## config.mk

```make
export PLATFORM = sky130hd
export DESIGN_NAME = colour_bar_test_pattern_pixel
export DESIGN_NICKNAME = d
export VERILOG_FILES = /design/src/rtl/core/cbtp_pkg.sv /design/src/rtl/core/colour_bar_test_pattern_pixel.sv
export SDC_FILE = /design/constraint.sdc
export NUM_CORES = 1
export LEC_CHECK = 0
export ABC_AREA = 1
export BUFFER_PORTS_ARGS = -buffer_cell sky130_fd_sc_hd__buf_2
export CORE_MARGIN = 2
export CORE_UTILIZATION = 40
export CTS_CLUSTER_SIZE = 8
export DETAILED_ROUTE_END_ITERATION = 7
export PLACE_DENSITY_LB_ADDON = 0.2
export SYNTH_ARGS = -nofsm -noshare
export SYNTH_HDL_FRONTEND = slang
export SYNTH_SLANG_ARGS = --single-unit
```

## constraint.sdc

```tcl
create_clock -name clk -period 4 [get_ports clk]
set_input_delay 0.2 -clock clk [delete_from_list [all_inputs] [get_ports clk]]
set_output_delay 0.2 -clock clk [all_outputs]
set_load 0.03 [all_outputs]
```

## src/rtl/core/cbtp_pkg.sv

```systemverilog
// Package for the colour-bar test pattern pixel block: colour codes and
// geometry constants. No dependencies.
package cbtp_pkg;

    // Colour selector; the value is also the configuration register index.
    typedef enum logic [2:0] {
        CLR_BLACK   = 3'd0,
        CLR_WHITE   = 3'd1,
        CLR_YELLOW  = 3'd2,
        CLR_CYAN    = 3'd3,
        CLR_GREEN   = 3'd4,
        CLR_MAGENTA = 3'd5,
        CLR_RED     = 3'd6,
        CLR_BLUE    = 3'd7
    } colour_t;

    localparam int NUM_CODES = 8;
    localparam int CODE_W    = 8;
    localparam int CFG_IDX_W = 8;

    localparam int COL_W   = 10;
    localparam int ROW_W   = 9;
    localparam int FRAME_W = 32;

    // Frame counter is reduced one hex digit per pipeline stage.
    localparam int DIGIT_W   = 4;
    localparam int NUM_DIGIT = FRAME_W / DIGIT_W;

    localparam int SYNC_BLOCK = 20;

    localparam int ROW_DEN     = 240;
    localparam int TOP_NUM     = 160;
    localparam int MID_NUM     = 180;
    localparam int SYNC_LO_NUM = 225;
    localparam int SYNC_HI_NUM = 235;

    localparam int BAR_COUNT = 7;
    localparam int LAST_BAR  = 6;

    localparam int THRESH_SCALE = 32;
    localparam int THRESH_LEVEL = 16;

endpackage

```

## src/rtl/core/colour_bar_test_pattern_pixel.sv

```systemverilog
// Top level of the colour-bar test pattern pixel generator: geometry decode,
// pipelined frame-position reduction and palette code registers. Uses cbtp_pkg.
//
// One beat in gives one palette index out, in order. The block takes one beat
// per clock and delivers one per clock while pixel_stall stays low; an
// accepted coordinate beat passes through the eight-stage digit-serial
// reduction of frame_number modulo (LINE_PIXELS - 20) that places the moving
// white sync block, then through the output register that maps the colour
// to its code. The band (top bars, mid bars, bottom section) is decoded from
// row and column in the first stage by constant compares only.
// Each stage holds its own valid bit and loads whenever it is empty or its
// successor moves, so bubbles collapse and new beats enter while a finished
// pixel waits on pixel_stall; coord_stall rises only when every stage is full.
// Colour codes live in eight 8-bit registers written through the cfg port
// (cfg_ready is always high; indexes beyond the list are dropped); write them
// only while no beat is in flight.
module colour_bar_test_pattern_pixel #(
    parameter int LINE_PIXELS = 640,
    parameter int FRAME_LINES = 480
) (
    input  logic                           clk,
    input  logic                           rst_n,

    input  logic                           coord_valid,
    output logic                           coord_stall,
    input  logic [cbtp_pkg::COL_W-1:0]     column,
    input  logic [cbtp_pkg::ROW_W-1:0]     row,
    input  logic [cbtp_pkg::FRAME_W-1:0]   frame_number,

    output logic                           pixel_valid,
    input  logic                           pixel_stall,
    output logic [cbtp_pkg::CODE_W-1:0]    pixel_color,

    input  logic                           cfg_valid,
    output logic                           cfg_ready,
    input  logic [cbtp_pkg::CFG_IDX_W-1:0] cfg_index,
    input  logic [cbtp_pkg::CODE_W-1:0]    cfg_data
);

    // Geometry, all elaboration-time constants.
    localparam int SYNC_MOD = LINE_PIXELS - cbtp_pkg::SYNC_BLOCK;
    localparam int RW       = $clog2(SYNC_MOD);
    localparam int TW       = RW + cbtp_pkg::DIGIT_W;
    localparam int NS       = cbtp_pkg::NUM_DIGIT;

    localparam int BAR_PIX  = LINE_PIXELS / cbtp_pkg::BAR_COUNT;
    localparam int SPLIT    = LINE_PIXELS * 3 / 4;
    localparam int THR      = (cbtp_pkg::THRESH_LEVEL + 1) * SPLIT;
    localparam int SEG_PIX  = (LINE_PIXELS / 4) / 3;

    localparam int ROW_TOP  = FRAME_LINES * cbtp_pkg::TOP_NUM / cbtp_pkg::ROW_DEN;
    localparam int ROW_MID  = FRAME_LINES * cbtp_pkg::MID_NUM / cbtp_pkg::ROW_DEN;
    localparam int ROW_SY0  = FRAME_LINES * cbtp_pkg::SYNC_LO_NUM / cbtp_pkg::ROW_DEN;
    localparam int ROW_SY1  = FRAME_LINES * cbtp_pkg::SYNC_HI_NUM / cbtp_pkg::ROW_DEN;

    // One remainder step: shift in a digit, then reduce below SYNC_MOD with
    // restoring compare-subtract against SYNC_MOD scaled by 8, 4, 2, 1.
    function automatic logic [RW-1:0] rem_step(input logic [RW-1:0] r,
                                               input logic [cbtp_pkg::DIGIT_W-1:0] d);
        logic [TW-1:0] t;
        t = {r, d};
        for (int k = cbtp_pkg::DIGIT_W - 1; k >= 0; k--) begin
            if (t >= (TW'(SYNC_MOD) << k))
            begin
                t = t - (TW'(SYNC_MOD) << k);
            end
        end
        return t[RW-1:0];
    endfunction

    // Pipeline storage: stages 0..NS-1 reduce the frame, stage NS is the output.
    logic [NS:0]                   valid_reg;
    logic [NS:0]                   valid_next;
    logic [NS:0]                   ready;
    logic [cbtp_pkg::COL_W-1:0]    col_reg    [0:NS-1];
    logic [cbtp_pkg::FRAME_W-1:0]  frame_reg  [0:NS-1];
    logic [RW-1:0]                 rem_reg    [0:NS-1];
    logic [RW-1:0]                 rem_next   [0:NS-1];
    cbtp_pkg::colour_t             colour_reg [0:NS-1];
    logic [NS-1:0]                 sync_reg;
    logic [cbtp_pkg::CODE_W-1:0]   pixel_color_reg;
    logic [cbtp_pkg::CODE_W-1:0]   pixel_color_next;
    logic [cbtp_pkg::CODE_W-1:0]   code_reg   [0:cbtp_pkg::NUM_CODES-1];

    cbtp_pkg::colour_t             base_colour;
    logic                          base_sync;
    logic [2:0]                    bar;
    cbtp_pkg::colour_t             final_colour;
    logic                          sync_hit;

    // Backpressure: a stage may load when empty or when its successor moves.
    assign ready[NS] = !valid_reg[NS] || !pixel_stall;
    genvar g;
    generate
        for (g = 0; g < NS; g++) begin : g_ready
            assign ready[g] = !valid_reg[g] || ready[g+1];
        end
    endgenerate

    assign coord_stall = !ready[0];
    assign pixel_valid = valid_reg[NS];
    assign pixel_color = pixel_color_reg;
    assign cfg_ready   = 1'b1;

    // Band decode from the incoming coordinate.
    always_comb
    begin
        bar = 3'd0;
        for (int k = 1; k <= cbtp_pkg::LAST_BAR; k++) begin
            if (32'(column) >= k * BAR_PIX)
            begin
                bar = 3'(k);
            end
        end

        if (32'(row) < ROW_TOP)
        begin
            case (bar)
                3'd0:    base_colour = cbtp_pkg::CLR_WHITE;
                3'd1:    base_colour = cbtp_pkg::CLR_YELLOW;
                3'd2:    base_colour = cbtp_pkg::CLR_CYAN;
                3'd3:    base_colour = cbtp_pkg::CLR_GREEN;
                3'd4:    base_colour = cbtp_pkg::CLR_MAGENTA;
                3'd5:    base_colour = cbtp_pkg::CLR_RED;
                default: base_colour = cbtp_pkg::CLR_BLUE;
            endcase
        end
        else if (32'(row) < ROW_MID)
        begin
            case (bar)
                3'd0:    base_colour = cbtp_pkg::CLR_BLUE;
                3'd2:    base_colour = cbtp_pkg::CLR_MAGENTA;
                3'd4:    base_colour = cbtp_pkg::CLR_CYAN;
                3'd6:    base_colour = cbtp_pkg::CLR_WHITE;
                default: base_colour = cbtp_pkg::CLR_BLACK;
            endcase
        end
        else if (32'(column) < SPLIT)
        begin
            // Threshold region: white once column*32/split passes 16.
            base_colour = (32'(column) * cbtp_pkg::THRESH_SCALE >= THR) ?
                          cbtp_pkg::CLR_WHITE : cbtp_pkg::CLR_BLACK;
        end
        else if (32'(column) < SPLIT + SEG_PIX)
        begin
            base_colour = cbtp_pkg::CLR_BLACK;
        end
        else if (32'(column) < SPLIT + 2 * SEG_PIX)
        begin
            base_colour = cbtp_pkg::CLR_BLUE;
        end
        else
        begin
            base_colour = cbtp_pkg::CLR_WHITE;
        end

        // The sync band always lies inside the bottom section.
        base_sync = (32'(row) >= ROW_SY0) && (32'(row) < ROW_SY1);
    end

    // Reduction stages, most significant digit first.
    generate
        for (g = 0; g < NS; g++) begin : g_stage
            localparam int HI = cbtp_pkg::FRAME_W - 1 - cbtp_pkg::DIGIT_W * g;
            if (g == 0) begin : g_first
                always_comb
                begin
                    valid_next[g] = coord_valid;
                    rem_next[g]   = rem_step(RW'(0), frame_number[HI -: cbtp_pkg::DIGIT_W]);
                end

                always_ff @(posedge clk)
                begin
                    if (ready[g] && coord_valid)
                    begin
                        col_reg[g]    <= column;
                        frame_reg[g]  <= frame_number;
                        rem_reg[g]    <= rem_next[g];
                        colour_reg[g] <= base_colour;
                        sync_reg[g]   <= base_sync;
                    end
                end
            end
            else begin : g_rest
                always_comb
                begin
                    valid_next[g] = valid_reg[g-1];
                    rem_next[g]   = rem_step(rem_reg[g-1],
                                             frame_reg[g-1][HI -: cbtp_pkg::DIGIT_W]);
                end

                always_ff @(posedge clk)
                begin
                    if (ready[g] && valid_reg[g-1])
                    begin
                        col_reg[g]    <= col_reg[g-1];
                        frame_reg[g]  <= frame_reg[g-1];
                        rem_reg[g]    <= rem_next[g];
                        colour_reg[g] <= colour_reg[g-1];
                        sync_reg[g]   <= sync_reg[g-1];
                    end
                end
            end
        end
    endgenerate

    // Output stage: overlay the sync block, then look up the palette code.
    always_comb
    begin
        valid_next[NS] = valid_reg[NS-1];
        sync_hit = (32'(col_reg[NS-1]) >= 32'(rem_reg[NS-1])) &&
                   (32'(col_reg[NS-1]) < 32'(rem_reg[NS-1]) + cbtp_pkg::SYNC_BLOCK);
        final_colour = (sync_reg[NS-1] && sync_hit) ? cbtp_pkg::CLR_WHITE
                                                   : colour_reg[NS-1];
        pixel_color_next = code_reg[final_colour];
    end

    always_ff @(posedge clk)
    begin
        if (ready[NS] && valid_reg[NS-1])
        begin
            pixel_color_reg <= pixel_color_next;
        end
    end

    // Valid bits advance wherever the stage is free to load.
    always_ff @(posedge clk or negedge rst_n)
    begin
        if (!rst_n)
        begin
            valid_reg <= '0;
        end
        else
        begin
            for (int i = 0; i <= NS; i++) begin
                if (ready[i])
                begin
                    valid_reg[i] <= valid_next[i];
                end
            end
        end
    end

    // Palette code registers; reset value of each equals its index.
    always_ff @(posedge clk or negedge rst_n)
    begin
        if (!rst_n)
        begin
            for (int i = 0; i < cbtp_pkg::NUM_CODES; i++) begin
                code_reg[i] <= cbtp_pkg::CODE_W'(i);
            end
        end
        else if (cfg_valid && cfg_ready && (32'(cfg_index) < cbtp_pkg::NUM_CODES))
        begin
            code_reg[cfg_index[2:0]] <= cfg_data;
        end
    end

    // Input is held off only when every stage holds a beat.
    a_stall_full: assert property (@(posedge clk) disable iff (!rst_n)
        coord_stall |-> ($countones(valid_reg) == NS + 1))
        else $error("coord_stall with an empty pipeline stage");

    // Frame position must be fully reduced before the sync compare.
    a_rem_range: assert property (@(posedge clk) disable iff (!rst_n)
        valid_reg[NS-1] |-> (32'(rem_reg[NS-1]) < SYNC_MOD))
        else $error("frame position not reduced below line width minus block");

    // A beat in the last reduction stage reaches the output when it is free.
    a_out_load: assert property (@(posedge clk) disable iff (!rst_n)
        (valid_reg[NS-1] && (!valid_reg[NS] || !pixel_stall)) |=> pixel_valid)
        else $error("pixel beat lost between last stage and output");

endmodule

```

# Word-level counts from Yosys, hierarchy flattened
# Memory sizes are Yosys's and may differ from the RTL's.
# Index checks and enable logic that the tools add are counted.
# totals
register_bits,89
ramBits,440
in_bits,72
out_inout_bits,11
wordCells,215
memories,4
# classes
addsub,29
n_lt_le_gt_ge,48
n_eq_ne,6
muxes,65
n_bitwise,2
reduce_logical,35
# mem_list
name,depth,width,rd,rd_ports_with_merged_regs,wr,line,text
frame_reg,8,32,7,0,8,colour_bar_test_pattern_pixel.sv:76,logic [cbtp_pkg::FRAME_W-1:0] frame_reg [0:NS-1];
col_reg,8,10,8,0,8,colour_bar_test_pattern_pixel.sv:75,logic [cbtp_pkg::COL_W-1:0] col_reg [0:NS-1];
rem_reg,8,10,8,0,8,colour_bar_test_pattern_pixel.sv:77,logic [RW-1:0] rem_reg [0:NS-1];
colour_reg,8,3,8,0,8,colour_bar_test_pattern_pixel.sv:79,cbtp_pkg::colour_t colour_reg [0:NS-1];
# ops
op,count
$mux W14,21
$ge A14 B10 Y1 const B,7
$ge A14 B11 Y1 const B,7
$ge A14 B12 Y1 const B,7
$ge A14 B13 Y1 const B,7
$sub A14 B11 Y14 const B,7
$sub A14 B12 Y14 const B,7
$sub A14 B13 Y14 const B,7
$mux W10,7
$sub A10 B10 Y10 const B,7
$bwmux W64,1
$ge A10 B9 Y1 const B,3
$lt A9 B9 Y1 const B,3
$mux W3,9
$bmux W8 S3,1
$demux W8 S3,1
$mux W8,3
$lt A10 B10 Y1 const B,2
$mux W1,18
$pmux W3 S6,1
$ge A15 B13 Y1 const B,1
$logic_and A1 B1 Y1,14
$pmux W3 S4,1
$add A10 B5 Y11 const B,1
18 further kinds,42

# Depth between registers and ports, before layout
# depth
depth_word,13
ltp_mapped,34

# Worst setup path before layout
# Ideal clock, no wire load.
# synth_path
path_type,register to register
start,memory rem_reg[1][16] (netlist name)
end,"memory rem_reg[1][29] (netlist name), data pin"
arrival_time_ns,3.519
setup_slack_ns,0.228
path_stages_with_launch,29
path_buffers,1
period_less_slack_ns,3.772
cell_sequence,edfxtp_1 -> nor2_4 -> nand3_2 -> nand2_4 -> nand2_4 -> nand2_1 -> nand2_2 -> ha_1 -> nand3b_1 -> nand3_2 -> nand2_1 -> nand2_1 -> nand3_2 -> buf_6 -> nand2_1 -> o21ai_1 -> nor2_2 -> nand3_4 -> nand2_4 -> nand2_1 -> and2_1 -> ha_1 -> nand3b_1 -> nand2_1 -> nand2_2 -> nand2_4 -> nand2_4 -> nand2_1 -> nand2_1
# synth_rtl
element,line
from (decl),colour_bar_test_pattern_pixel.sv:77

==> metrics.yaml <==
status: "complete, no violations"
buffer_ports.inserted: 80
clock_tree.root_cell: "clkbuf_16"
globalRoute.totalOverflow: 0
drive_gt1_share_pct: 24.8
timing.critical_path.from_type: "flip-flop"
worstSkewPairLatency_ns: 0.61
max_cap_violations: 0
area.sequential_um2: 11000
cts_buffer_depth: 3
grt_use_total_pct: 15.1
yosysTopAreaCell: "edfxtp_1"
criticalPathCategory: "reg2reg"
io-pin-count: 83
antenna_found_initial: 0
place_hpwl_mm: 29.0
routedWlPerCell_um: 12.8
start_util_pct: 40.2
postSynthRegisterBits: 377
largest_register_ffs: 125
cts_tree: "built"
chipHeight_um: 233
clkSinkCount: 377
critical_path.max_fanout: 8
synthesis.area_per_instance_um2: 9.16
synthCells: 2296
crit_family: "simple AND/OR/NAND/NOR gates"
gp_routability_congestion: 0.847
setup_violating_endpoint_count_in_the_final_report: 0
clock.fmax_mhz: 259
synth_cell_type_count: 62
dominantRegCellSynth: "edfxtp_1"
worstPathArrival_ns: 4.20
final_min_period_over_clock_period_pct: 96.4
yosysTopAreaCellShare_pct: 43.4
cp-end-kind: "flip-flop"
yosysWarnings: 0
hold_viol_final: 0
remaining_drc_errors: 0
synth-edff-count: 304
synth_top_cells_by_area: "edfxtp_1 43%, nand2_1 12%, dfrtp_1 7.3%"
syn2layout_area_growth_pct: 22.0
timing.max_slew.rel_slack_pct: 32.0
final.setup_skew_ns: 0.0322
grt_start_max_net_pins: 74
crit_slowest_cell: "edfxtp_1"
detailedRoute.firstIterationViolations: 820
grt_first_pass_wirelength_mm: 68.4
tightest_slew_ns: 1.02
crit_required_ns: 4.35
placed_cell_area_um2: 22600
first_pass_iters: 5
num-nets-final: 2699
layout.cell_area.non_filler_um2: 25600
netlist_area_um2: 21000
max_stage_delay_ns: 0.44
multiInputGateArea_um2: 9310
htreeDepth: 2
layout_min_cycle_time_ns: 3.86
holdCritPathClass: "in2reg"
synthArstFlopShare_pct: 19.4
detail-route-antenna-nets: 0
synth_sequential_area_ratio_pct: 52.2
grt_pass1_vias: 14700
nFillCells: 4749
placeableCoreArea_um2: 52200
vias: 15700
die_area_um2: 54400
critical_path.n_buffers_inverters: 2
final_max_slew_viol_count: 0
routed_via_density: 4.79
cts_clk_pin_slew_worst_paths_ns: 0.05
antenna_cells_inserted: 0
dieWidth_um: 233
synth_nets: 2410
drt-total-wl_mm: 42.0
floorplan.rows: 84
cts_made_buffers: 54
## cell families (layout without fill, tap and decap cells)
group	after synthesis	after routing	share of synthesized area (%)
buffers and inverters	323	620	6.07
and+or+nand+nor	1239	1246	28.9
DFF	377	377	52.2
xor gates and xnor gates	87	87	3.70
AOI/OAI and AO/OA	227	227	6.67
other	1	1	0.0178
adders and majority gates	42	42	2.50
## path summary, 6_finish.rpt
| kind | startpoint | to | slack, ns | cells past startpoint |
|---|---|---|---|---|
| hold / removal | cfg_data[1] | code_reg[25] | 0.02 | 3 |
| hold reg to reg | colour_reg[1][6] | colour_reg[1][9] | 0.41 | 0 |
| setup reg to reg | rem_reg[1][26] | rem_reg[1][39] | 0.14 | 29 |
| min in group asynchronous | rst_n | code_reg[60] | 0.29 | 2 |
| setup / recovery | rem_reg[1][26] | rem_reg[1][39] | 0.14 | 29 |
| max in group asynchronous | rst_n | code_reg[22] | 3.07 | 2 |
## worst reg2reg max path: cells and delay by family, from the launching register on
family | cells | cell delay [ns]
simple gates | 25 | 2.67
fa+ha+maj | 2 | 0.38
buf+inv | 2 | 0.11
flops | 1 | 0.44
## cell usage after synthesis (all sizes together), types with 5 or more instances
cell type / instances
a21oi: 40
a31oi: 5
and2: 6
buf: 9
clkbuf: 19
dfrtp: 61
dfstp: 12
edfxtp: 304
ha: 42
inv: 294
nand2: 815
nand3: 211
nand3b: 18
nand4: 24
nor2: 125
nor4: 8
o211ai: 36
o21ai: 125
or2: 26
xnor2: 7
xor2: 80
## placed cells by master, fill, tap and decap left out, types with 6 or more instances in the layout
cell and count:
buf_2 79, clkbuf_1 9, nand3_4 12, clkbuf_16 54, nor2_1 74, xor2_1 79
nand2_1 644, nand4_1 22, a21oi_1 33, nand2_4 48, or2_2 26, nor2_4 28
o211ai_1 36, xnor2_1 6, buf_4 121, nand3_2 26, o21ai_1 11, nor2_2 23
edfxtp_1 304, ha_1 36, inv_1 251, nor4_1 8, dfrtp_1 61, nand3b_1 16
o21ai_2 13, nand3_1 178, inv_2 40, nand2_2 120, o21ai_0 96, dlygate4sd3_1 50
dfstp_2 12
## final cells by class
| type | instances | share of cell area (%) |
|---|---|---|
| clock buffers | 63 | 5.40 |
| multi-input cells | 1603 | 36.3 |
| inverters | 295 | 4.35 |
| repair buffers | 254 | 7.28 |
| clock inverters | 8 | 0.527 |
| well taps | 688 | 3.36 |
| flip-flops and latches | 377 | 42.8 |
## what timing repair did
item,4_1_cts,5_1_grt
buffers inserted,5,56
hold endpoints to repair,121,0
resized for setup,3,125
gates cloned,0,7
pin swaps,3,63
setup endpoints to repair,12,56
hold buffers,50,0
## per-layer routing
metal | GRT usage [%] | wire length [µm] | vias up
met5 | 0 | 0 | -
met4 | 4.66 | 1060 | 0
met3 | 2.58 | 1430 | 80
met2 | 25.9 | 20500 | 251
met1 | 19.4 | 19000 | 7243
li1 | - | - | 8168
## through the flow
stage / setup TNS [ns] / worst slack [ns] / hold WS, ns / instances / util, %
final: 0 / 0.143 / 0.0241 / 3288 / 49.1
after global routing: -1.21 / -0.104 / 0.0236 / 3288 / 49.1
after CTS: 0 / 0.0000799 / 0.00541 / 3225 / 47.3
after detailed placement: -0.0564 / -0.0127 / 0.378 / 3099 / 43.3
after global placement: 0 / 0.0918 / 0.376 / 3099 / 43.3
after floorplan: 0 / 0.228 / -0.0956 / 2296 / -
Power is not shown: default switching activity piles up to over one toggle a cycle in this logic, so the estimate is an artifact.
